--- src/psar_pkg.sv ---
// ----------------------------------------------------------------------------
// psar_pkg
// Shared types and constants for the parabolic stop-and-reverse tracker.
// ----------------------------------------------------------------------------
package psar_pkg;

    localparam int PRICE_W   = 32;
    localparam int ACCEL_W   = 16;
    localparam int CNT_W     = 8;
    localparam int CFG_IDX_W = 2;

    // configuration register indexes
    localparam logic [CFG_IDX_W-1:0] REG_WARMUP    = 2'd0;
    localparam logic [CFG_IDX_W-1:0] REG_MIN_ACCEL = 2'd1;
    localparam logic [CFG_IDX_W-1:0] REG_MAX_ACCEL = 2'd2;
    localparam logic [CFG_IDX_W-1:0] REG_STEP      = 2'd3;

    localparam logic [CNT_W-1:0]   WARMUP_MIN   = 8'd3;
    localparam logic [CNT_W-1:0]   CNT_MAX      = 8'd255;
    localparam logic [CNT_W-1:0]   WARMUP_RST   = 8'd5;
    localparam logic [ACCEL_W-1:0] MIN_ACCEL_RST = 16'd1311;
    localparam logic [ACCEL_W-1:0] MAX_ACCEL_RST = 16'd13107;
    localparam logic [ACCEL_W-1:0] STEP_RST      = 16'd1311;

    typedef struct packed {
        logic [PRICE_W-1:0] bar_high;
        logic [PRICE_W-1:0] bar_low;
        logic [PRICE_W-1:0] bar_close;
        logic               series_start;
    } bar_t;

    typedef struct packed {
        logic [PRICE_W-1:0] stop_value;
        logic               trend_up;
    } result_t;

    typedef struct packed {
        logic [CNT_W-1:0]   warmup_count;
        logic [ACCEL_W-1:0] min_accel;
        logic [ACCEL_W-1:0] max_accel;
        logic [ACCEL_W-1:0] accel_step;
    } cfg_t;

    // work item for the back end: seed from warmup or one tracking bar
    typedef struct packed {
        logic               is_seed;
        logic               seed_up;
        logic [PRICE_W-1:0] hi;        // bar high, or window high on seed
        logic [PRICE_W-1:0] lo;        // bar low, or window low on seed
        logic [PRICE_W-1:0] lo_floor;  // min of the two previous lows
        logic [PRICE_W-1:0] hi_ceil;   // max of the two previous highs
    } cmd_t;

endpackage

--- src/psar_fifo.sv ---
// ----------------------------------------------------------------------------
// psar_fifo
// Small register queue with first-word fall-through read.
// ----------------------------------------------------------------------------
module psar_fifo #(
    parameter int WIDTH = 8,
    parameter int DEPTH = 4
) (
    input  logic             clk,
    input  logic             rst_n,
    input  logic             push,
    input  logic [WIDTH-1:0] wdata,
    output logic             full,
    input  logic             pop,
    output logic [WIDTH-1:0] rdata,
    output logic             empty
);
    localparam int AW = (DEPTH > 1) ? $clog2(DEPTH) : 1;
    localparam int CW = $clog2(DEPTH + 1);

    logic [WIDTH-1:0] mem_reg [DEPTH];
    logic [AW-1:0]    wr_ptr_reg, wr_ptr_next;
    logic [AW-1:0]    rd_ptr_reg, rd_ptr_next;
    logic [CW-1:0]    count_reg, count_next;
    logic             do_push, do_pop;

    assign full    = (count_reg == CW'(DEPTH));
    assign empty   = (count_reg == '0);
    assign do_push = push & ~full;
    assign do_pop  = pop & ~empty;
    assign rdata   = mem_reg[rd_ptr_reg];

    always_comb
    begin
        wr_ptr_next = wr_ptr_reg;
        rd_ptr_next = rd_ptr_reg;
        count_next  = count_reg;
        if (do_push)
        begin
            wr_ptr_next = (wr_ptr_reg == AW'(DEPTH - 1)) ? '0 : wr_ptr_reg + 1'b1;
        end
        if (do_pop)
        begin
            rd_ptr_next = (rd_ptr_reg == AW'(DEPTH - 1)) ? '0 : rd_ptr_reg + 1'b1;
        end
        if (do_push && !do_pop)
        begin
            count_next = count_reg + 1'b1;
        end
        else if (do_pop && !do_push)
        begin
            count_next = count_reg - 1'b1;
        end
    end

    always_ff @(posedge clk)
    begin
        if (do_push)
        begin
            mem_reg[wr_ptr_reg] <= wdata;
        end
    end

    always_ff @(posedge clk or negedge rst_n)
    begin
        if (!rst_n)
        begin
            wr_ptr_reg <= '0;
            rd_ptr_reg <= '0;
            count_reg  <= '0;
        end
        else
        begin
            wr_ptr_reg <= wr_ptr_next;
            rd_ptr_reg <= rd_ptr_next;
            count_reg  <= count_next;
        end
    end

endmodule

--- src/psar_front.sv ---
// ----------------------------------------------------------------------------
// psar_front
// Accepts bars, runs the warmup window and bar history, and issues seed and
// tracking work items to the back end.
// ----------------------------------------------------------------------------
module psar_front (
    input  logic            clk,
    input  logic            rst_n,
    input  logic            accept,
    input  psar_pkg::bar_t  bar,
    input  psar_pkg::cfg_t  cfg,
    output logic            cmd_push,
    output psar_pkg::cmd_t  cmd
);
    import psar_pkg::*;

    logic [CNT_W-1:0]   bar_count_reg, bar_count_next;
    logic [PRICE_W-1:0] first_close_reg, first_close_next;
    logic [PRICE_W-1:0] win_high_reg, win_high_next;
    logic [PRICE_W-1:0] win_low_reg, win_low_next;
    logic [PRICE_W-1:0] low1_reg, low2_reg, high1_reg, high2_reg;

    logic [CNT_W-1:0]   warm_len;
    logic [CNT_W-1:0]   bc;
    logic [PRICE_W-1:0] wh, wl, fc;
    logic               in_warmup, last_warm;

    assign warm_len = (cfg.warmup_count < WARMUP_MIN) ? WARMUP_MIN : cfg.warmup_count;

    always_comb
    begin
        // series start clears the window before this bar counts
        bc = bar.series_start ? '0 : bar_count_reg;
        wh = bar.series_start ? '0 : win_high_reg;
        wl = bar.series_start ? '1 : win_low_reg;
        fc = (bc == '0) ? bar.bar_close : first_close_reg;

        in_warmup = (bc < warm_len);
        last_warm = ({1'b0, bc} + 1'b1) == {1'b0, warm_len};

        first_close_next = first_close_reg;
        win_high_next    = win_high_reg;
        win_low_next     = win_low_reg;
        if (bar.series_start)
        begin
            win_high_next = '0;
            win_low_next  = '1;
        end
        if (in_warmup)
        begin
            first_close_next = fc;
            win_high_next    = (bar.bar_high > wh) ? bar.bar_high : wh;
            win_low_next     = (bar.bar_low < wl) ? bar.bar_low : wl;
        end
        bar_count_next = (bc < CNT_MAX) ? bc + 1'b1 : bc;

        cmd_push     = accept && (!in_warmup || last_warm);
        cmd.is_seed  = in_warmup;
        cmd.seed_up  = bar.bar_close > fc;
        cmd.hi       = in_warmup ? win_high_next : bar.bar_high;
        cmd.lo       = in_warmup ? win_low_next : bar.bar_low;
        cmd.lo_floor = (low1_reg < low2_reg) ? low1_reg : low2_reg;
        cmd.hi_ceil  = (high1_reg > high2_reg) ? high1_reg : high2_reg;
    end

    always_ff @(posedge clk or negedge rst_n)
    begin
        if (!rst_n)
        begin
            bar_count_reg   <= '0;
            first_close_reg <= '0;
            win_high_reg    <= '0;
            win_low_reg     <= '1;
            low1_reg        <= '0;
            low2_reg        <= '0;
            high1_reg       <= '0;
            high2_reg       <= '0;
        end
        else if (accept)
        begin
            bar_count_reg   <= bar_count_next;
            first_close_reg <= first_close_next;
            win_high_reg    <= win_high_next;
            win_low_reg     <= win_low_next;
            low1_reg        <= bar.bar_low;
            low2_reg        <= low1_reg;
            high1_reg       <= bar.bar_high;
            high2_reg       <= high1_reg;
        end
    end

endmodule

--- src/psar_back.sv ---
// ----------------------------------------------------------------------------
// psar_back
// Holds stop, extreme point, acceleration and trend, and applies one work
// item per cycle while the result queue has room: a seed or one stop-and-reverse update.
// ----------------------------------------------------------------------------
module psar_back (
    input  logic              clk,
    input  logic              rst_n,
    input  psar_pkg::cfg_t    cfg,
    input  logic              cmd_valid,
    input  psar_pkg::cmd_t    cmd,
    output logic              cmd_pop,
    input  logic              res_full,
    output logic              res_push,
    output psar_pkg::result_t res
);
    import psar_pkg::*;

    logic [PRICE_W-1:0] stop_reg, stop_next;
    logic [PRICE_W-1:0] ext_reg, ext_next;
    logic [ACCEL_W-1:0] accel_reg, accel_next;
    logic               up_reg, up_next;

    logic                              take;
    logic signed [PRICE_W:0]           diff;
    logic signed [PRICE_W+ACCEL_W+1:0] prod;
    logic signed [PRICE_W+1:0]         step_amt;
    logic signed [PRICE_W+1:0]         moved_wide;
    logic [PRICE_W-1:0]                moved, clamped, new_ext;
    logic [ACCEL_W:0]                  accel_sum;
    logic [ACCEL_W-1:0]                grown, accel_upd;
    logic                              new_extreme, flip;

    assign take     = cmd_valid & ~res_full;
    assign cmd_pop  = take;
    assign res_push = take;

    always_comb
    begin
        diff = up_reg ? $signed({1'b0, ext_reg}) - $signed({1'b0, stop_reg})
                      : $signed({1'b0, stop_reg}) - $signed({1'b0, ext_reg});
    end

    // floor of accel * diff in Q0.16 is the arithmetic shift of the product
    assign prod     = diff * $signed({1'b0, accel_reg});
    assign step_amt = prod[PRICE_W+ACCEL_W+1:ACCEL_W];

    always_comb
    begin
        moved_wide = up_reg ? $signed({2'b00, stop_reg}) + step_amt
                            : $signed({2'b00, stop_reg}) - step_amt;
        moved      = moved_wide[PRICE_W-1:0];

        accel_sum = {1'b0, accel_reg} + {1'b0, cfg.accel_step};
        grown     = (accel_sum < {1'b0, cfg.max_accel}) ? accel_sum[ACCEL_W-1:0]
                                                        : cfg.max_accel;

        if (up_reg)
        begin
            clamped     = (moved > cmd.lo_floor) ? cmd.lo_floor : moved;
            new_extreme = ext_reg < cmd.hi;
            new_ext     = new_extreme ? cmd.hi : ext_reg;
            flip        = clamped >= cmd.lo;
        end
        else
        begin
            clamped     = (moved < cmd.hi_ceil) ? cmd.hi_ceil : moved;
            new_extreme = ext_reg > cmd.lo;
            new_ext     = new_extreme ? cmd.lo : ext_reg;
            flip        = clamped <= cmd.hi;
        end
        accel_upd = new_extreme ? grown : accel_reg;

        if (cmd.is_seed)
        begin
            up_next    = cmd.seed_up;
            stop_next  = cmd.seed_up ? cmd.lo : cmd.hi;
            ext_next   = cmd.seed_up ? cmd.hi : cmd.lo;
            accel_next = cfg.min_accel;
        end
        else if (flip)
        begin
            up_next    = ~up_reg;
            stop_next  = new_ext;
            ext_next   = up_reg ? cmd.lo : cmd.hi;
            accel_next = cfg.min_accel;
        end
        else
        begin
            up_next    = up_reg;
            stop_next  = clamped;
            ext_next   = new_ext;
            accel_next = accel_upd;
        end

        res.stop_value = stop_next;
        res.trend_up   = up_next;
    end

    always_ff @(posedge clk or negedge rst_n)
    begin
        if (!rst_n)
        begin
            stop_reg  <= '0;
            ext_reg   <= '0;
            accel_reg <= '0;
            up_reg    <= 1'b0;
        end
        else if (take)
        begin
            stop_reg  <= stop_next;
            ext_reg   <= ext_next;
            accel_reg <= accel_next;
            up_reg    <= up_next;
        end
    end

`ifndef SYNTHESIS
    // a trend flip on a tracking bar restarts the acceleration
    assert property (@(posedge clk) disable iff (!rst_n)
        take && !cmd.is_seed && (up_next != up_reg) |=> accel_reg == $past(cfg.min_accel))
        else $error("accel not restarted on trend flip");

    // a rising trend that holds keeps its stop below the bar low
    assert property (@(posedge clk) disable iff (!rst_n)
        take && !cmd.is_seed && up_reg && up_next |-> stop_next < cmd.lo)
        else $error("rising stop touches bar low without flip");

    // a falling trend that holds keeps its stop above the bar high
    assert property (@(posedge clk) disable iff (!rst_n)
        take && !cmd.is_seed && !up_reg && !up_next |-> stop_next > cmd.hi)
        else $error("falling stop touches bar high without flip");

    // state moves only when an item is taken
    assert property (@(posedge clk) disable iff (!rst_n)
        !take |=> $stable(stop_reg) && $stable(up_reg) && $stable(accel_reg))
        else $error("tracker state changed without an item");
`endif

endmodule

--- src/parabolic_sar_tracker_core.sv ---
// ----------------------------------------------------------------------------
// parabolic_sar_tracker_core
// Parabolic stop-and-reverse tracker, one price bar per item.
// ----------------------------------------------------------------------------
// Takes one bar per clock, sustained, as long as the result queue is drained.
// An accepted bar is written into the work queue. The back end applies it at
// the earliest once it sits there, and its result enters the result queue at
// the same edge as the back end's state update; the back end stalls while the
// result queue is full. A bar passes the work queue and result queue registers
// on its way to the result ports. Warmup bars before the last give no result.
// The rate is set by the back end's update loop (multiply, add, clamp and
// trend compare feeding the stop register). CMD_DEPTH and RES_DEPTH size the
// queue between front and back and the result queue; full rises when the work queue is full.
module parabolic_sar_tracker_core #(
    parameter int CMD_DEPTH = 4,
    parameter int RES_DEPTH = 4
) (
    input  logic                                clk,
    input  logic                                rst_n,
    input  logic                                push,
    output logic                                full,
    input  psar_pkg::bar_t                      bar,
    output logic                                empty,
    input  logic                                pop,
    output psar_pkg::result_t                   result,
    input  logic                                cfg_valid,
    output logic                                cfg_ready,
    input  logic [psar_pkg::CFG_IDX_W-1:0]      cfg_index,
    input  logic [psar_pkg::ACCEL_W-1:0]        cfg_data
);
    import psar_pkg::*;

    cfg_t    cfg_reg, cfg_next;
    cmd_t    cmd_in, cmd_out;
    result_t res_in;
    logic    accept, cmd_push, cmd_full, cmd_empty, cmd_pop;
    logic    res_push, res_full;

    assign cfg_ready = 1'b1;
    assign accept    = push & ~cmd_full;
    assign full      = cmd_full;

    always_comb
    begin
        cfg_next = cfg_reg;
        if (cfg_valid)
        begin
            case (cfg_index)
                REG_WARMUP:    cfg_next.warmup_count = cfg_data[CNT_W-1:0];
                REG_MIN_ACCEL: cfg_next.min_accel    = cfg_data;
                REG_MAX_ACCEL: cfg_next.max_accel    = cfg_data;
                REG_STEP:      cfg_next.accel_step   = cfg_data;
                default:       cfg_next = cfg_reg;
            endcase
        end
    end

    always_ff @(posedge clk or negedge rst_n)
    begin
        if (!rst_n)
        begin
            cfg_reg.warmup_count <= WARMUP_RST;
            cfg_reg.min_accel    <= MIN_ACCEL_RST;
            cfg_reg.max_accel    <= MAX_ACCEL_RST;
            cfg_reg.accel_step   <= STEP_RST;
        end
        else
        begin
            cfg_reg <= cfg_next;
        end
    end

    psar_front u_front (
        .clk      (clk),
        .rst_n    (rst_n),
        .accept   (accept),
        .bar      (bar),
        .cfg      (cfg_reg),
        .cmd_push (cmd_push),
        .cmd      (cmd_in)
    );

    psar_fifo #(
        .WIDTH ($bits(cmd_t)),
        .DEPTH (CMD_DEPTH)
    ) u_cmd_q (
        .clk   (clk),
        .rst_n (rst_n),
        .push  (cmd_push),
        .wdata (cmd_in),
        .full  (cmd_full),
        .pop   (cmd_pop),
        .rdata (cmd_out),
        .empty (cmd_empty)
    );

    psar_back u_back (
        .clk       (clk),
        .rst_n     (rst_n),
        .cfg       (cfg_reg),
        .cmd_valid (~cmd_empty),
        .cmd       (cmd_out),
        .cmd_pop   (cmd_pop),
        .res_full  (res_full),
        .res_push  (res_push),
        .res       (res_in)
    );

    psar_fifo #(
        .WIDTH ($bits(result_t)),
        .DEPTH (RES_DEPTH)
    ) u_res_q (
        .clk   (clk),
        .rst_n (rst_n),
        .push  (res_push),
        .wdata (res_in),
        .full  (res_full),
        .pop   (pop),
        .rdata (result),
        .empty (empty)
    );

endmodule

--- config.mk ---
export PLATFORM = sky130hd
export DESIGN_NAME = parabolic_sar_tracker_core
export DESIGN_NICKNAME = d
export VERILOG_FILES = /design/src/psar_pkg.sv /design/src/psar_fifo.sv /design/src/psar_front.sv /design/src/psar_back.sv /design/src/parabolic_sar_tracker_core.sv
export SDC_FILE = /design/constraint.sdc
export NUM_CORES = 2
export LEC_CHECK = 0
export ABC_AREA = 1
export BUFFER_PORTS_ARGS = -buffer_cell sky130_fd_sc_hd__buf_2
export CORE_AREA = 2 2 522 524
export DETAILED_ROUTE_END_ITERATION = 10
export DIE_AREA = 0 0 524 526
export PLACE_DENSITY = 0.49
export SYNTH_ARGS = -nofsm -noshare
export SYNTH_HDL_FRONTEND = slang
export SYNTH_SLANG_ARGS = --single-unit
--- constraint.sdc ---
create_clock -name clk -period 34.6 [get_ports clk]
set_input_delay 5.19 -clock clk [delete_from_list [all_inputs] [get_ports clk]]
set_output_delay 5.19 -clock clk [all_outputs]
set_load 0.05 [all_outputs]
==> impl_metrics.yaml <==
run_status:
  status: "completed"
timing:
  max_freq_ghz: 0.0506
  hold_violations: 0
  setup_tns_ns: 0
  post-route-period-util_pct: 57.1
  period_needed_ns: 19.76
  slew_violations: 0
  setup_viol: 0
  worst_pin_slew_ns: 1.34
  clock_skew_ns: 0.0370
  slew_headroom_pct: 10.2
  rsz0062_at_grt: "no"
synth:
  syn_inst: 9623
  yosysWarnings: 0
  synth_flop_cell: "edfxtp_1"
  ys_types: 77
  syn_nets: 10800
  synth_edf_count: 652
  syn-cell-area_um2: 80600
  synth_seq_cells: 1035
  async_reset_ff_share_pct: 37.0
  syn_avg_cell_area_um2: 8.38
  ys_seq_area_share_pct: 36.3
final_layout:
  syn_to_final_growth_pct: 10.5
  final_layout_size_suffix_gt1_share_pct: 6.98
  post-route-util_pct: 33.0
  layout_common_cells: "nand2_1, inv_1, o21ai_0"
  final_common_cell: "nand2_1"
  final_nets: 10800
  largest_reg_flops: 520
  final_cells: 13300
cts:
  ctsResizeCount: 0
  numCtsBuffers: 107
  tritoncts: "done"
  holdBufCountCts: 0
  ctsLongestPathBuffers: 3
  h-tree-depth: 3
  post_cts_buffers: 0
  root_buffer: "clkbuf_16"
  insertion_delay_ns: 0.76
  clk_pin_slew_ns: 0.07
  clock_sink_count: 1035
floorplan:
  die_y_um: 526
  die_w_um: 524
  start_util_pct: 29.9
  ioPinCount: 156
  die_area_um2: 276000
  rows: 191
  core_area_um2: 270000
place:
  placement.io_buffers: 154
  routabilityCongestion: 0.944
  hpwl_um: 222000
  dp.cells: 13100
global_routing:
  gr-usage-all-layers_pct: 20.8
  first_global_vias: 65800
  grt_antenna_before_repair: 10
  grt_max_degree: 130
  overflow: 0
  grt_pass1_wl_um: 432000
critical_path:
  worstPathArrival_ns: 20.11
  end_kind: "register"
  required_ns: 34.95
  crit_path_frequent_cell: "nand2_1"
  slowest_delay_ns: 1.01
  startpoint_type: "register"
  crit_type: "reg -> reg"
  cp_slowest_cell: "a21boi_0"
  cp_max_fo: 59
detailed_routing:
  route.detailed.drc: 0
  ant_nets: 0
  drtIter0Drc: 5154
  vias: 66100
  drt_pass1_iterations: 6
  totalWireLength_um: 288000
  wire_per_inst_um: 21.7
  routed_via_density: 4.98
job:
  drv_cap: 0
worst_hold_path:
  hold_class: "reg -> reg"
worst paths after layout:
path | startpoint | to | slack [ns] | cells after the start
setup / recovery | u_back.ext_reg[2] | u_res_q.mem_reg[3][3] | 14.84 | 74
hold / removal | u_front.first_close_reg[31] | u_front.first_close_reg[31] | 0.49 | 2
setup reg to reg | u_back.ext_reg[2] | u_res_q.mem_reg[3][3] | 14.84 | 74
hold reg to reg | u_front.first_close_reg[31] | u_front.first_close_reg[31] | 0.49 | 2
max in group asynchronous | rst_n | u_back.stop_reg[3] | 27.75 | 3
min in group asynchronous | rst_n | u_front.win_high_reg[26] | 4.45 | 1
cells by family after synthesis:
| logic type | after synthesis | synth area share, % |
|---|---|---|
| and+or+nand+nor | 3806 | 19.3 |
| muxes | 39 | 0.487 |
| other | 1 | 0.00465 |
| xor gates and xnor gates | 109 | 1.20 |
| DFF | 1035 | 36.3 |
| buffers and inverters | 1795 | 8.48 |
| AOI/OAI and AO/OA | 1733 | 12.5 |
| adders and majority gates | 1105 | 21.8 |
stage by stage:
stage                     instance area (um^2)  worst slack, ns  hold slack [ns]
final                                    89100            14.84            0.486
after global routing                     89100            13.75            0.505
after CTS                                89100            14.94            0.491
after detailed placement                 85400            15.01            0.475
after global placement                   85400            14.80            0.465
after floorplan                          80600            21.31            0.446
cell usage after synthesis, types with 31 or more instances:
| cell | instances | share of area [%] |
|---|---|---|
| dfrtp_1 | 327 | 10 |
| a21oi_1 | 497 | 3.1 |
| nand4_1 | 70 | 0.54 |
| nand2_2 | 32 | 0.25 |
| o211ai_1 | 113 | 1.1 |
| nand3_1 | 361 | 2.2 |
| dfstp_2 | 56 | 1.8 |
| ha_1 | 610 | 9.5 |
| xor2_1 | 76 | 0.83 |
| nand2_1 | 2441 | 11 |
| buf_1 | 48 | 0.22 |
| xnor2_1 | 31 | 0.34 |
| a32o_1 | 70 | 0.87 |
| fa_1 | 495 | 12 |
| buf_2 | 49 | 0.30 |
| a31oi_1 | 44 | 0.34 |
| mux2i_1 | 37 | 0.46 |
| nor2_1 | 705 | 3.3 |
| clkbuf_1 | 284 | 1.3 |
| and2_1 | 39 | 0.30 |
| inv_1 | 1357 | 6.3 |
| o22ai_1 | 39 | 0.30 |
| o21ai_0 | 756 | 4.7 |
| edfxtp_1 | 652 | 24 |
| nor3_1 | 41 | 0.25 |
layout make-up:
class                   instances  area (um^2)
repair buffers                263         1650
clock buffers                 137         2920
inverters                    1408         5310
clock inverters                65          741
fillers                     28200       181000
flip-flops and latches       1035        29200
diodes                          3         7.51
multi-input cells            6793        44700
well taps                    3570         4470
worst max-delay path, delay by kind of cell, from the launching register on:
kind	cells	cell delay [ns]
compound gates	14	3.98
xor+xnor	2	1.30
flops	1	0.45
fa+ha+maj	11	4.91
buf+inv	15	3.57
simple gates	32	5.02
metal layers:
metal | wire length, um | global-route usage, % | part of all wire, % | vias up
met5 | 64 | 0 | 0.022 | -
met4 | 10500 | 7.12 | 3.6 | 12
met3 | 12400 | 1.92 | 4.3 | 383
met2 | 137000 | 34.7 | 47 | 1664
met1 | 129000 | 28.1 | 45 | 32600
li1 | - | - | - | 31500
Power is left out: the tool's default activity adds up to more than one toggle a clock period on the data nets, which glitch-free logic cannot reach.
